==> config.mk <==
export PLATFORM = sky130hd
export DESIGN_NAME = vrd_cordic_stage
export DESIGN_NICKNAME = d
export VERILOG_FILES = /design/src/hdl/vrd_pkg.sv /design/src/hdl/vrd_cordic_stage.sv
export SDC_FILE = /design/constraint.sdc
export NUM_CORES = 1
export LEC_CHECK = 0
export BUFFER_PORTS_ARGS = -buffer_cell sky130_fd_sc_hd__buf_2
export CORE_UTILIZATION = 40
export CTS_BUF_LIST = sky130_fd_sc_hd__clkbuf_8
export DETAILED_ROUTE_END_ITERATION = 10
export RECOVER_POWER = 100
export REMOVE_ABC_BUFFERS = 1
export SKIP_LAST_GASP = 1
export SLEW_MARGIN = 20
export SYNTH_ARGS = -nofsm -noshare
export SYNTH_HDL_FRONTEND = slang
export SYNTH_SLANG_ARGS = --single-unit
==> constraint.sdc <==
create_clock -name clk -period 11.5 [get_ports clk]
set_input_delay 0.575 -clock clk [delete_from_list [all_inputs] [get_ports clk]]
set_output_delay 0.575 -clock clk [all_outputs]
set_load 0.01 [all_outputs]
==> src/hdl/vrd_pkg.sv <==
// vrd_pkg: shared widths, constants, the vector item type and the
// elaboration-time helpers (arctangent table entries, CORDIC gain root).
// No dependencies.
package vrd_pkg;

    // Default parameter values
    localparam int DATA_WIDTH_DEF    = 32;
    localparam int CORDIC_STAGES_DEF = 16;

    // Fixed internal formats
    localparam int FRAC_BITS   = 16;  // Q16.16 inputs
    localparam int GUARD_TOTAL = 60;  // data width plus guard bits
    localparam int WORK_W      = 64;  // guarded x/y datapath
    localparam int ANGLE_W     = 44;  // residual angle, radians in Q40
    localparam int ANGLE_EXT_W = 48;  // angle input extended to widest case
    localparam int TURN_W      = 32;  // whole-degree part of the angle
    localparam int RESID_W     = 23;  // residual in [-45, 45) degrees, Q16
    localparam int GAIN_W      = 30;  // gain correction factor, Q30

    localparam logic [63:0]        PI_Q40         = 64'd3454217648411;
    localparam logic signed [35:0] DEG_TO_RAD_Q40 = 36'sd19190098047;

    // One vector in flight: guarded x/y and remaining angle
    typedef struct packed {
        logic signed [WORK_W-1:0]  x;
        logic signed [WORK_W-1:0]  y;
        logic signed [ANGLE_W-1:0] z;
    } vrd_vec_t;

    // Restoring division, elaboration only
    function automatic logic [63:0] const_udiv(input logic [63:0] num,
                                               input logic [63:0] den);
        logic [63:0] rem;
        logic [63:0] quo;
        int          b;
        rem = '0;
        quo = '0;
        for (b = 63; b >= 0; b--)
        begin
            rem = {rem[62:0], num[b]};
            if (rem >= den)
            begin
                rem    = rem - den;
                quo[b] = 1'b1;
            end
        end
        return quo;
    endfunction

    // atan(2^-idx) in Q40: series in Q60, rounded half up to Q40
    function automatic logic [63:0] atan_q40(input int idx);
        logic signed [63:0] sum;
        logic [63:0]        term;
        int                 k;
        int                 e;
        sum = '0;
        if (idx == 0)
        begin
            return (PI_Q40 + 64'd2) >> 2;
        end
        for (k = 0; k < 64; k++)
        begin
            e = 60 - idx * (2 * k + 1);
            if (e >= 0)
            begin
                term = const_udiv(64'd1 << e, 64'(2 * k + 1));
                if (k[0])
                    sum = sum - $signed(term);
                else
                    sum = sum + $signed(term);
            end
        end
        return ($unsigned(sum) + (64'd1 << 19)) >> 20;
    endfunction

    // floor(sqrt(prod(1 + 2^-2i))) in Q30
    function automatic logic [63:0] gain_root(input int stages);
        logic [63:0] p;
        logic [63:0] res;
        logic [63:0] cand;
        int          i;
        int          b;
        p   = 64'd1 << 60;
        res = '0;
        for (i = 0; i < stages; i++)
        begin
            p = p + (p >> (2 * i));
        end
        for (b = 31; b >= 0; b--)
        begin
            cand = res | (64'd1 << b);
            if (cand * cand <= p)
                res = cand;
        end
        if (res == 64'd0)
            res = 64'd1;
        return res;
    endfunction

endpackage

==> src/hdl/vrd_cordic_stage.sv <==
// vrd_cordic_stage: one registered CORDIC micro-rotation, shift fixed by STAGE.
// Depends on vrd_pkg.
module vrd_cordic_stage #(
    parameter int STAGE = 0
) (
    input  logic              clk,
    input  logic              rst_n,
    input  logic              in_valid,
    output logic              in_ready,
    input  vrd_pkg::vrd_vec_t in_vec,
    output logic              out_valid,
    input  logic              out_ready,
    output vrd_pkg::vrd_vec_t out_vec
);
    import vrd_pkg::*;

    localparam logic signed [ANGLE_W-1:0] ATAN_STEP = ANGLE_W'(atan_q40(STAGE));

    logic                      vld_reg;
    vrd_vec_t                  vec_reg;
    logic                      adv;
    logic signed [WORK_W-1:0]  x_in, y_in, dx, dy;
    logic signed [ANGLE_W-1:0] z_in;
    vrd_vec_t                  vec_next;

    assign adv       = !vld_reg || out_ready;
    assign in_ready  = adv;
    assign out_valid = vld_reg;
    assign out_vec   = vec_reg;

    // rotate toward zero residual angle
    assign x_in = in_vec.x;
    assign y_in = in_vec.y;
    assign z_in = in_vec.z;
    assign dx   = y_in >>> STAGE;
    assign dy   = x_in >>> STAGE;

    always_comb
    begin
        if (!z_in[ANGLE_W-1])
        begin
            vec_next.x = x_in - dx;
            vec_next.y = y_in + dy;
            vec_next.z = z_in - ATAN_STEP;
        end
        else
        begin
            vec_next.x = x_in + dx;
            vec_next.y = y_in - dy;
            vec_next.z = z_in + ATAN_STEP;
        end
    end

    always_ff @(posedge clk or negedge rst_n)
    begin
        if (!rst_n)
            vld_reg <= 1'b0;
        else if (adv)
            vld_reg <= in_valid;
    end

    always_ff @(posedge clk)
    begin
        if (adv)
            vec_reg <= vec_next;
    end

endmodule

==> impl_metrics.py <==
metrics = {
    "outcome": {
        "status": "finished with violations",
        "violations": "max-capacitance violations, max-slew violations",
    },
    "detailed_routing": {
        "ant_nets": 0,
        "wire_per_inst_um": 22.9,
        "drc": 0,
        "vias_per_cell": 6.01,
        "wirelength_mm": 75.9,
        "first_iter_violations": 2021,
        "dr.pass1.iters": 6,
        "num_vias": 19900,
    },
    "setup_path": {
        "reg2regPathDepth": 3,
        "crit_path_end_kind": "flop",
        "critPathSlowestCell": "clkbuf_1",
        "worstPathCellList": "nand2b_1, clkbuf_1, clkbuf_1",
        "cp_common_cell": "clkbuf_1",
        "rr_startpoint": "out_valid$_DFFE_PN0P_",
        "critPathMaxStageDelay_ps": 2430,
        "cp.required_ps": 11630,
        "crit_path_start_kind": "flop",
        "cp_max_fo": 60,
        "arrival_ps": 6450,
        "worstSetupPathType": "reg2reg",
        "r2r_end": "out_vec[155]$_DFFE_PP_",
        "startpoint": "out_valid$_DFFE_PN0P_",
        "rrSetupSlack_ps": 5180,
    },
    "worst_hold_path": {
        "hold_end": "out_valid$_DFFE_PN0P_",
        "hold_class": "in2reg",
        "holdPathStages": 2,
        "hp-start": "in_valid",
    },
    "timing": {
        "finalSetupTns_ps": 0,
        "tightest_slew_ps": 3620,
        "fmax_ghz": 0.158,
        "period_minus_slack_ps": 6320,
        "clock_skew_ps": 12.1,
        "setup_viol": 0,
        "rsz0062_at_grt": "no",
        "hold_viol": 0,
        "slew_headroom_pct": -141,
        "slew_viol_final": 261,
        "period_share_pct": 55.0,
    },
    "die": {
        "start_util_pct": 40.7,
        "die_height_um": 223,
        "ioPinCount": 350,
        "die_x_um": 223,
        "dieArea_um2": 49600,
        "fp-row-count": 80,
        "core_area_um2": 47900,
    },
    "clocking": {
        "root_buffer": "clkbuf_8",
        "clkSinkCount": 172,
        "cts_max_level": 4,
        "cts_buffers": 17,
        "cts_tree": "built",
        "clk_latency_ps": 590,
        "cts_max_path_buffers": 2,
        "clk_pin_slew_ps": 90,
    },
    "layout": {
        "fin_nets": 3089,
        "area_growth_syn_to_layout_pct": 11.8,
        "drive_gt1_share_pct": 8.66,
        "final_area_um2": 21800,
    },
    "global_route": {
        "grt_max_degree": 66,
        "track_usage_pct": 29.9,
        "grt_first_pass_wirelength_mm": 113,
        "antenna_found_initial": 2,
        "globalRouteOverflowTotal": 0,
        "first_global_vias": 18700,
    },
    "flow_run": {
        "maxCapViolations": 5,
    },
    "synth": {
        "synth-seq-cells": 172,
        "syn_avg_cell_area_um2": 8.12,
        "mappedNetlistArea_um2": 19500,
        "synth_cells": 2402,
        "synth_top_flop_cell": "edfxtp_1",
        "async_reset_ff_share_pct": 0.581,
        "synth-edff-count": 171,
        "yosys_warnings": 0,
        "ys_seq_area_share_pct": 26.5,
        "yosysUniqueCellTypes": 87,
    },
    "place": {
        "numPortBuffers": 349,
        "place_area_um2": 21700,
        "gp_congestion": 1.00,
        "hpwl_mm": 61.6,
    },
    "power": {
        "powerDensity_nw_per_um2": 115,
        "p_leak_uw": 0.00914,
        "ir_drop_v": 0.0000614,
    },
}
==> flip-flops by register name, indices dropped and copies added (netlist names) <==
name	count
out_vec	171
out_valid	1
==> layout by cell type (no fill, tap or decap), types with 34 or more instances in the layout <==
cell type and instances:
a21oi_1 316, ha_1 232, inv_1 205, nor2_1 194, clkbuf_1 186, edfxtp_1 171, buf_2 168, o21ai_0 163
xnor2_1 142, nand2_1 134, a21o_1 64, nor3_1 51, nand3_1 50, o21bai_1 49, nand4_1 45, o211ai_1 34
==> layout make-up <==
class | count | area (um2)
Fill cell | 5023 | 26100
Multi-Input combinational cell | 1905 | 13000
Timing Repair Buffer | 360 | 1590
Inverter | 221 | 831
Tap cell | 615 | 769
Antenna cell | 3 | 7.51
Clock inverter | 15 | 174
Clock buffer | 17 | 234
Sequential cell | 172 | 5160
==> worst max path at each step <==
| stage | endpoint | slack [ps] | cells after the start |
|---|---|---|---|
| final | out_vec[155]$_DFFE_PP_ | 5180 | 3 |
| after global routing | out_vec[150]$_DFFE_PP_ | 4490 | 3 |
| after CTS | out_vec[39]$_DFFE_PP_ | 7370 | 13 |
| after detailed placement | out_vec[39]$_DFFE_PP_ | 6730 | 13 |
| after global placement | out_vec[42]$_DFFE_PP_ | 6790 | 13 |
| after floorplan | in_ready | 6150 | 1 |
==> critical path: cells and delay by family (launching register included) <==
kind,cells,cell delay [ps]
DFF,1,390
buffers and inverters,2,4820
and+or+nand+nor,1,580
==> synthesized netlist by cell type (45+ instances only) <==
master    number  area, um2
o21bai_1      49        368
a21o_1        64        480
inv_1        204        766
nor2_1       194        728
clkbuf_1      65        244
edfxtp_1     171       5130
xnor2_1      142       1240
nor3_1        50        250
nand4_1       45        282
o21ai_0      145        726
a21oi_1      313       1570
nand3_1       50        250
ha_1         232       2900
nand2_1      134        503
==> where the power goes <==
group	internal, uW	switching, uW
Sequential	854	40.2
Combinational	375	753
Clock	214	260
==> what timing repair did <==
item,CTS,global route
setup buffers,0,0
resized for setup,0,0
hold endpoints to repair,1,0
hold buffers,1,0
==> cells by family (layout without fill, tap and decap cells) <==
group	after synthesis	count (layout)	synth area share, %
AO/OA/AOI/OAI	859	859	27.8
XOR/XNOR	157	157	7.05
adder cells (fa/ha/maj)	236	236	15.3
buffers and inverters	325	613	6.45
flip-flops	172	172	26.5
multiplexers	27	27	1.39
other	0	3	0
AND/OR/NAND/NOR	626	626	15.6
==> metrics by stage <==
step	power [uW]	util [%]	hold WS, ps	instances	worst slack [ps]
final	2500	45.5	180	3308	5180
after global routing	2630	45.5	170	3307	4490
after CTS	2530	46.1	132	3305	7370
after detailed placement	2040	45.2	351	3272	6730
after global placement	2050	45.2	349	3272	6790
after floorplan	1600	-	279	2298	6150
==> metal layers <==
metal | up-vias | track usage [%] | share of wire (%)
met1 | 9509 | 41.6 | 45
li1 | 9314 | - | -
met5 | - | 0 | 0
met3 | 113 | 5.09 | 7.7
met4 | 0 | 10.5 | 3.1
met2 | 955 | 46.2 | 44
Power figures use the tool's default switching activity.
