$ cat src/hdl/vrd_pkg.sv
// vrd_pkg: shared widths, constants, the vector item type and the
// elaboration-time helpers (arctangent table entries, CORDIC gain root).
// No dependencies.
package vrd_pkg;

    // Default parameter values
    localparam int DATA_WIDTH_DEF    = 32;
    localparam int CORDIC_STAGES_DEF = 16;

    // Fixed internal formats
    localparam int FRAC_BITS   = 16;  // Q16.16 inputs
    localparam int GUARD_TOTAL = 60;  // data width plus guard bits
    localparam int WORK_W      = 64;  // guarded x/y datapath
    localparam int ANGLE_W     = 44;  // residual angle, radians in Q40
    localparam int ANGLE_EXT_W = 48;  // angle input extended to widest case
    localparam int TURN_W      = 32;  // whole-degree part of the angle
    localparam int RESID_W     = 23;  // residual in [-45, 45) degrees, Q16
    localparam int GAIN_W      = 30;  // gain correction factor, Q30

    localparam logic [63:0]        PI_Q40         = 64'd3454217648411;
    localparam logic signed [35:0] DEG_TO_RAD_Q40 = 36'sd19190098047;

    // One vector in flight: guarded x/y and remaining angle
    typedef struct packed {
        logic signed [WORK_W-1:0]  x;
        logic signed [WORK_W-1:0]  y;
        logic signed [ANGLE_W-1:0] z;
    } vrd_vec_t;

    // Restoring division, elaboration only
    function automatic logic [63:0] const_udiv(input logic [63:0] num,
                                               input logic [63:0] den);
        logic [63:0] rem;
        logic [63:0] quo;
        int          b;
        rem = '0;
        quo = '0;
        for (b = 63; b >= 0; b--)
        begin
            rem = {rem[62:0], num[b]};
            if (rem >= den)
            begin
                rem    = rem - den;
                quo[b] = 1'b1;
            end
        end
        return quo;
    endfunction

    // atan(2^-idx) in Q40: series in Q60, rounded half up to Q40
    function automatic logic [63:0] atan_q40(input int idx);
        logic signed [63:0] sum;
        logic [63:0]        term;
        int                 k;
        int                 e;
        sum = '0;
        if (idx == 0)
        begin
            return (PI_Q40 + 64'd2) >> 2;
        end
        for (k = 0; k < 64; k++)
        begin
            e = 60 - idx * (2 * k + 1);
            if (e >= 0)
            begin
                term = const_udiv(64'd1 << e, 64'(2 * k + 1));
                if (k[0])
                    sum = sum - $signed(term);
                else
                    sum = sum + $signed(term);
            end
        end
        return ($unsigned(sum) + (64'd1 << 19)) >> 20;
    endfunction

    // floor(sqrt(prod(1 + 2^-2i))) in Q30
    function automatic logic [63:0] gain_root(input int stages);
        logic [63:0] p;
        logic [63:0] res;
        logic [63:0] cand;
        int          i;
        int          b;
        p   = 64'd1 << 60;
        res = '0;
        for (i = 0; i < stages; i++)
        begin
            p = p + (p >> (2 * i));
        end
        for (b = 31; b >= 0; b--)
        begin
            cand = res | (64'd1 << b);
            if (cand * cand <= p)
                res = cand;
        end
        if (res == 64'd0)
            res = 64'd1;
        return res;
    endfunction

endpackage

$ cat src/hdl/vrd_reduce.sv
// vrd_reduce: angle reduction modulo 360, quadrant fold of x/y, and
// degree-to-radian conversion of the residual. Six register stages.
// Depends on vrd_pkg.
module vrd_reduce #(
    parameter int DATA_WIDTH = vrd_pkg::DATA_WIDTH_DEF
) (
    input  logic                         clk,
    input  logic                         rst_n,
    input  logic                         in_valid,
    output logic                         in_ready,
    input  logic signed [DATA_WIDTH-1:0] vec_x,
    input  logic signed [DATA_WIDTH-1:0] vec_y,
    input  logic signed [DATA_WIDTH-1:0] angle_deg,
    output logic                         out_valid,
    input  logic                         out_ready,
    output vrd_pkg::vrd_vec_t            out_vec
);
    import vrd_pkg::*;

    localparam int GUARD_BITS = GUARD_TOTAL - DATA_WIDTH;
    localparam int NUM_STAGES = 6;
    localparam int U_W        = TURN_W + 1;
    localparam int PROD_W     = 61;
    localparam int ZP_W       = 59;
    localparam int R_W        = 25;

    // 360 * 2^23 makes any 32-bit turn count non-negative
    localparam logic [U_W-1:0] TURN_OFFSET = 33'd3019898880;
    // ceil(2^36 / 45): exact quotient for 30-bit dividends
    localparam logic [30:0]    RECIP_45    = 31'd1527099484;
    localparam int             RECIP_SHIFT = 36;
    localparam logic [8:0]     DEG_TURN    = 9'd360;

    localparam logic [R_W:0] EIGHTH_TURN = 26'(45 << FRAC_BITS);
    localparam logic [R_W:0] QUARTER_1   = 26'(90 << FRAC_BITS);
    localparam logic [R_W:0] QUARTER_2   = 26'(180 << FRAC_BITS);
    localparam logic [R_W:0] QUARTER_3   = 26'(270 << FRAC_BITS);
    localparam logic [R_W:0] QUARTER_4   = 26'(360 << FRAC_BITS);

    localparam logic signed [ZP_W-1:0] ZP_ROUND = ZP_W'(1) <<< (FRAC_BITS - 1);

    typedef enum logic [1:0] {
        QUAD_0   = 2'd0,
        QUAD_90  = 2'd1,
        QUAD_180 = 2'd2,
        QUAD_270 = 2'd3
    } quad_t;

    logic [NUM_STAGES:1] vld_reg;
    logic [NUM_STAGES:1] adv;

    // stage registers
    logic signed [DATA_WIDTH-1:0] s1_x_reg, s1_y_reg;
    logic [U_W-1:0]               s1_u_reg;
    logic [FRAC_BITS-1:0]         s1_lo_reg;

    logic signed [DATA_WIDTH-1:0] s2_x_reg, s2_y_reg;
    logic [8:0]                   s2_u9_reg, s2_q9_reg;
    logic [FRAC_BITS-1:0]         s2_lo_reg;

    logic signed [DATA_WIDTH-1:0] s3_x_reg, s3_y_reg;
    logic [R_W-1:0]               s3_r_reg;

    logic signed [DATA_WIDTH-1:0] s4_x_reg, s4_y_reg;
    quad_t                        s4_quad_reg;
    logic signed [RESID_W-1:0]    s4_f_reg;

    logic signed [WORK_W-1:0]     s5_x_reg, s5_y_reg;
    logic signed [ZP_W-1:0]       s5_zp_reg;

    vrd_vec_t                     s6_vec_reg;

    // combinational next values
    logic signed [ANGLE_EXT_W-1:0] angle_ext;
    logic [TURN_W-1:0]             turns;
    logic [U_W-1:0]                s1_u_next;
    logic [PROD_W-1:0]             recip_prod;
    logic [8:0]                    s3_rem_next;
    logic [R_W:0]                  s4_t;
    logic signed [R_W:0]           s4_r;
    logic signed [R_W:0]           s4_f_full;
    quad_t                         s4_quad_next;
    logic signed [WORK_W-1:0]      x_scaled, y_scaled;
    logic signed [WORK_W-1:0]      s5_x_next, s5_y_next;
    logic signed [ZP_W-1:0]        s5_zp_next;
    logic signed [ZP_W-1:0]        z_rounded;

    // ready chain: a stage moves when empty or when the next one moves
    always_comb
    begin
        adv[NUM_STAGES] = !vld_reg[NUM_STAGES] || out_ready;
        for (int i = NUM_STAGES - 1; i >= 1; i--)
        begin
            adv[i] = !vld_reg[i] || adv[i+1];
        end
    end

    assign in_ready  = adv[1];
    assign out_valid = vld_reg[NUM_STAGES];
    assign out_vec   = s6_vec_reg;

    // valid bits
    always_ff @(posedge clk or negedge rst_n)
    begin
        if (!rst_n)
        begin
            vld_reg <= '0;
        end
        else
        begin
            if (adv[1])
                vld_reg[1] <= in_valid;
            for (int i = 2; i <= NUM_STAGES; i++)
            begin
                if (adv[i])
                    vld_reg[i] <= vld_reg[i-1];
            end
        end
    end

    // stage 1: split angle into whole degrees and fraction, bias to non-negative
    assign angle_ext = ANGLE_EXT_W'(angle_deg);
    assign turns     = angle_ext[ANGLE_EXT_W-1:FRAC_BITS];
    assign s1_u_next = {turns[TURN_W-1], turns} + TURN_OFFSET;

    always_ff @(posedge clk)
    begin
        if (adv[1])
        begin
            s1_x_reg  <= vec_x;
            s1_y_reg  <= vec_y;
            s1_u_reg  <= s1_u_next;
            s1_lo_reg <= angle_ext[FRAC_BITS-1:0];
        end
    end

    // stage 2: quotient by 360 as (u / 8) * reciprocal of 45
    assign recip_prod = PROD_W'(s1_u_reg[U_W-1:3]) * PROD_W'(RECIP_45);

    always_ff @(posedge clk)
    begin
        if (adv[2])
        begin
            s2_x_reg  <= s1_x_reg;
            s2_y_reg  <= s1_y_reg;
            s2_u9_reg <= s1_u_reg[8:0];
            s2_q9_reg <= recip_prod[RECIP_SHIFT+8:RECIP_SHIFT];
            s2_lo_reg <= s1_lo_reg;
        end
    end

    // stage 3: remainder in whole degrees; only the low bits matter
    assign s3_rem_next = s2_u9_reg - 9'(s2_q9_reg * DEG_TURN);

    always_ff @(posedge clk)
    begin
        if (adv[3])
        begin
            s3_x_reg <= s2_x_reg;
            s3_y_reg <= s2_y_reg;
            s3_r_reg <= {s3_rem_next, s2_lo_reg};
        end
    end

    // stage 4: nearest quarter turn and residual in [-45, 45)
    assign s4_t = {1'b0, s3_r_reg} + EIGHTH_TURN;
    assign s4_r = $signed({1'b0, s3_r_reg});

    always_comb
    begin
        if (s4_t >= QUARTER_4)
        begin
            s4_quad_next = QUAD_0;
            s4_f_full    = s4_r - $signed(QUARTER_4);
        end
        else if (s4_t >= QUARTER_3)
        begin
            s4_quad_next = QUAD_270;
            s4_f_full    = s4_r - $signed(QUARTER_3);
        end
        else if (s4_t >= QUARTER_2)
        begin
            s4_quad_next = QUAD_180;
            s4_f_full    = s4_r - $signed(QUARTER_2);
        end
        else if (s4_t >= QUARTER_1)
        begin
            s4_quad_next = QUAD_90;
            s4_f_full    = s4_r - $signed(QUARTER_1);
        end
        else
        begin
            s4_quad_next = QUAD_0;
            s4_f_full    = s4_r;
        end
    end

    always_ff @(posedge clk)
    begin
        if (adv[4])
        begin
            s4_x_reg    <= s3_x_reg;
            s4_y_reg    <= s3_y_reg;
            s4_quad_reg <= s4_quad_next;
            s4_f_reg    <= s4_f_full[RESID_W-1:0];
        end
    end

    // stage 5: add guard bits, fold quadrant exactly, residual times deg->rad
    assign x_scaled   = WORK_W'(s4_x_reg) <<< GUARD_BITS;
    assign y_scaled   = WORK_W'(s4_y_reg) <<< GUARD_BITS;
    assign s5_zp_next = ZP_W'(s4_f_reg) * ZP_W'(DEG_TO_RAD_Q40);

    always_comb
    begin
        case (s4_quad_reg)
            QUAD_90:
            begin
                s5_x_next = -y_scaled;
                s5_y_next = x_scaled;
            end
            QUAD_180:
            begin
                s5_x_next = -x_scaled;
                s5_y_next = -y_scaled;
            end
            QUAD_270:
            begin
                s5_x_next = y_scaled;
                s5_y_next = -x_scaled;
            end
            default:
            begin
                s5_x_next = x_scaled;
                s5_y_next = y_scaled;
            end
        endcase
    end

    always_ff @(posedge clk)
    begin
        if (adv[5])
        begin
            s5_x_reg  <= s5_x_next;
            s5_y_reg  <= s5_y_next;
            s5_zp_reg <= s5_zp_next;
        end
    end

    // stage 6: round the Q56 product to Q40 radians
    assign z_rounded = (s5_zp_reg + ZP_ROUND) >>> FRAC_BITS;

    always_ff @(posedge clk)
    begin
        if (adv[6])
        begin
            s6_vec_reg.x <= s5_x_reg;
            s6_vec_reg.y <= s5_y_reg;
            s6_vec_reg.z <= z_rounded[ANGLE_W-1:0];
        end
    end

endmodule

$ cat config.mk
export PLATFORM = sky130hd
export DESIGN_NAME = vrd_reduce
export DESIGN_NICKNAME = d
export VERILOG_FILES = /design/src/hdl/vrd_pkg.sv /design/src/hdl/vrd_reduce.sv
export SDC_FILE = /design/constraint.sdc
export NUM_CORES = 2
export LEC_CHECK = 0
export ABC_AREA = 1
export BUFFER_PORTS_ARGS = -buffer_cell sky130_fd_sc_hd__buf_2
export CAP_MARGIN = 30
export CORE_MARGIN = 2
export CORE_UTILIZATION = 40
export CTS_CLUSTER_SIZE = 40
export DETAILED_ROUTE_END_ITERATION = 10
export PLACE_DENSITY = 0.58
export SLEW_MARGIN = 15
export SYNTH_ARGS = -nofsm -noshare
export SYNTH_HDL_FRONTEND = slang
export SYNTH_SLANG_ARGS = --single-unit
$ cat constraint.sdc
create_clock -name clk -period 17.5 [get_ports clk]
set_input_delay 3.5 -clock clk [delete_from_list [all_inputs] [get_ports clk]]
set_output_delay 3.5 -clock clk [all_outputs]
set_load 0.005 [all_outputs]
==> flow_metrics.tcl <==
set metrics [dict create \
    status "completed" \
    hp-start "s5_x_reg[28]" \
    clockBufferDepth 3 \
    drtPass1Iterations 6 \
    cts_buffers 60 \
    drv_cap 0 \
    syn_to_final_growth_pct 10.8 \
    wl_per_cell_um 19.4 \
    fmax_mhz 97.8 \
    setup_viol_count_final 0 \
    startpoint_type "input pin" \
    holdBufCountCts 0 \
    core_mm2 0.116 \
    antenna_left 0 \
    start_util_pct 40.2 \
    report.final.slew_viol_count 0 \
    io_pins 274 \
    routabilityCongestion 0.952 \
    rows 125 \
    cts.sinks 607 \
    die_area_mm2 0.119 \
    ys_types 58 \
    grt_pass1_vias 30600 \
    clk_pin_slew_ps 70 \
    ys_warn_count 0 \
    synthCells 4306 \
    min_to "out_vec[136]" \
    drive_above_1_share_pct 9.18 \
    finalNonFillerCells 6145 \
    viasPerCell 4.87 \
    period_share_pct 58.4 \
    die_h_um 345 \
    rsz0062_at_grt "false" \
    portBuffers 217 \
    hold_class "register to register" \
    seq_area_frac_synth_pct 39.0 \
    die_x_um 345 \
    tns_ps 0 \
    cts_setup_buffers 0 \
    h-tree-depth 2 \
    r2r_cells 23 \
    hpwlAfterDp_um 98900 \
    largest_reg_flops 115 \
    synth-edff-count 601 \
    cp.required_ps 14000 \
    ys.flop_type "edfxtp_1" \
    grt_max_degree 73 \
    post-route-util_pct 44.6 \
    nNetsFinal 5629 \
    drc 0 \
    dp_cells 6028 \
    crit_arrival_ps 6720 \
    synth_seq_cells 607 \
    hold_viol 0 \
    ys_async_sr_fraction_pct 0.988 \
    antenna_found_initial 5 \
    maxSlewHeadroom_pct 37.6 \
    fin_skew_ps 41.2 \
    hold_depth 0 \
    cts_resized 0 \
    grt_util_all_layers_pct 20.2 \
    r2r_slack_ps 10200 \
    r2r_end "s5_zp_reg[57]" \
    crit_start "out_ready" \
    vias 29900 \
    clk_latency_ps 670 \
    grt_pass1_wl_um 184000 \
    r2r-start "s4_f_reg[11]" \
    path_class "input pin to output pin" \
    netlist_area_mm2 0.0466 \
    hold_slack_ps 409 \
    drt-initial-drc-count 1928 \
    grt-ovfl-total 0 \
    cts_tree "built" \
    worstMarginPinSlew_ps 936 \
    worstSetupEndpointType "output pin" \
    period_minus_slack_ps 10220 \
    routed_wl_um 119000 \
    worstPathMaxFanout 46 \
    cts-root-buf "clkbuf_16" \
    syn_area_per_cell_um2 10.8 \
]
[cell families (layout without fill, tap and decap cells)]
family	count (synthesis)	count (layout)	share of synthesized area, %
adder cells (fa/ha/maj)	961	961	33.0
AND/OR/NAND/NOR	1100	1100	10.6
XOR/XNOR	164	164	3.08
other	1	57	0.00804
AO/OA/AOI/OAI	393	393	5.02
buffers and inverters	1080	1339	9.17
flip-flops	607	607	39.0
[metal layers]
layer	up-vias	wire, µm	GRT usage [%]
li1	14400	-	-
met1	14600	55800	29.0
met2	722	55300	32.9
met3	138	5830	2.55
met4	2	2450	4.31
met5	-	8	0
[area by class of cell]
cell class | instances | area, µm²
Fill cell | 11000 | 64300
Multi-Input combinational cell | 2674 | 24400
Sequential cell | 607 | 18200
Inverter | 992 | 3740
Tap cell | 1524 | 1910
Clock buffer | 68 | 1530
Timing Repair Buffer | 233 | 1260
Clock inverter | 46 | 629
Antenna cell | 1 | 2.50
[critical path: stages]
cell        delay (ps)
buf_2               90
nor2_1             170
inv_4              220
nor2_1             240
clkinvlp_4         250
nor2_1             490
inv_4              250
nor2_1             240
inv_4              170
nor2_1             360
nand2_4            430
buf_2              270
[cells in the mapped netlist (10+ instances only)]
library cell  instances  area (µm²)
inv_2                13        48.8
nand3_2              10         100
clkbuf_1             21        78.8
fa_1                450        9010
nand4_1              57         357
or2_2                16         100
a31oi_1              17         106
nand2_1             517        1940
nor4_1               16         100
nor2_4               11         124
nor2_1              231         867
inv_1               977        3670
a21o_1               24         180
a21oi_1             136         681
ha_1                511        6390
xnor2_1              52         455
o2111ai_1            40         350
xor2_1              112         981
buf_4                59         443
o21bai_1             15         113
nor3_1               37         185
nand3_1             163         816
edfxtp_1            601       18000
o21ai_0             119         596
[stage by stage]
stage	instance area (µm²)	setup slack (ps)
after floorplan	46800	436
after global placement	49400	6360
after detailed placement	49400	6340
after CTS	51600	6320
after global routing	51600	6960
final	51600	7280
[how the worst max path moves through the flow]
stage               end  slack, ps  cells after the start
2_1_floorplan  in_ready        440                     10
5_1_grt        in_ready       6960                     12
3_5_place_dp   in_ready       6340                     12
4_1_cts        in_ready       6320                     12
6_report       in_ready       7280                     12
3_3_place_gp   in_ready       6360                     12
[layout by cell type, fill, tap and decap left out, drive strengths merged, types with 2 or more instances in the layout]
master | Yosys | final
nor3b | 4 | 4
ha | 511 | 511
a21o | 24 | 24
or2 | 19 | 19
dfrtp | 6 | 6
xor2 | 112 | 112
o2111ai | 40 | 40
nor3 | 42 | 42
clkinvlp | 0 | 9
conb | 1 | 56
and3 | 6 | 6
fa | 450 | 450
o211ai | 6 | 6
clkbuf | 21 | 68
o221ai | 2 | 2
a21oi | 138 | 138
clkinv | 2 | 26
nand3 | 173 | 173
o21a | 8 | 8
o21bai | 15 | 15
edfxtp | 601 | 601
inv | 990 | 992
a211oi | 2 | 2
nor2 | 249 | 249
a31oi | 17 | 17
bufinv | 0 | 11
a221oi | 2 | 2
xnor2 | 52 | 52
nor4 | 17 | 17
nand4 | 60 | 60
o21ai | 124 | 124
a21boi | 5 | 5
o22ai | 7 | 7
buf | 67 | 233
nand2 | 528 | 528
Power is not shown: default switching activity piles up to over one toggle a cycle in this logic, so the estimate is an artifact.
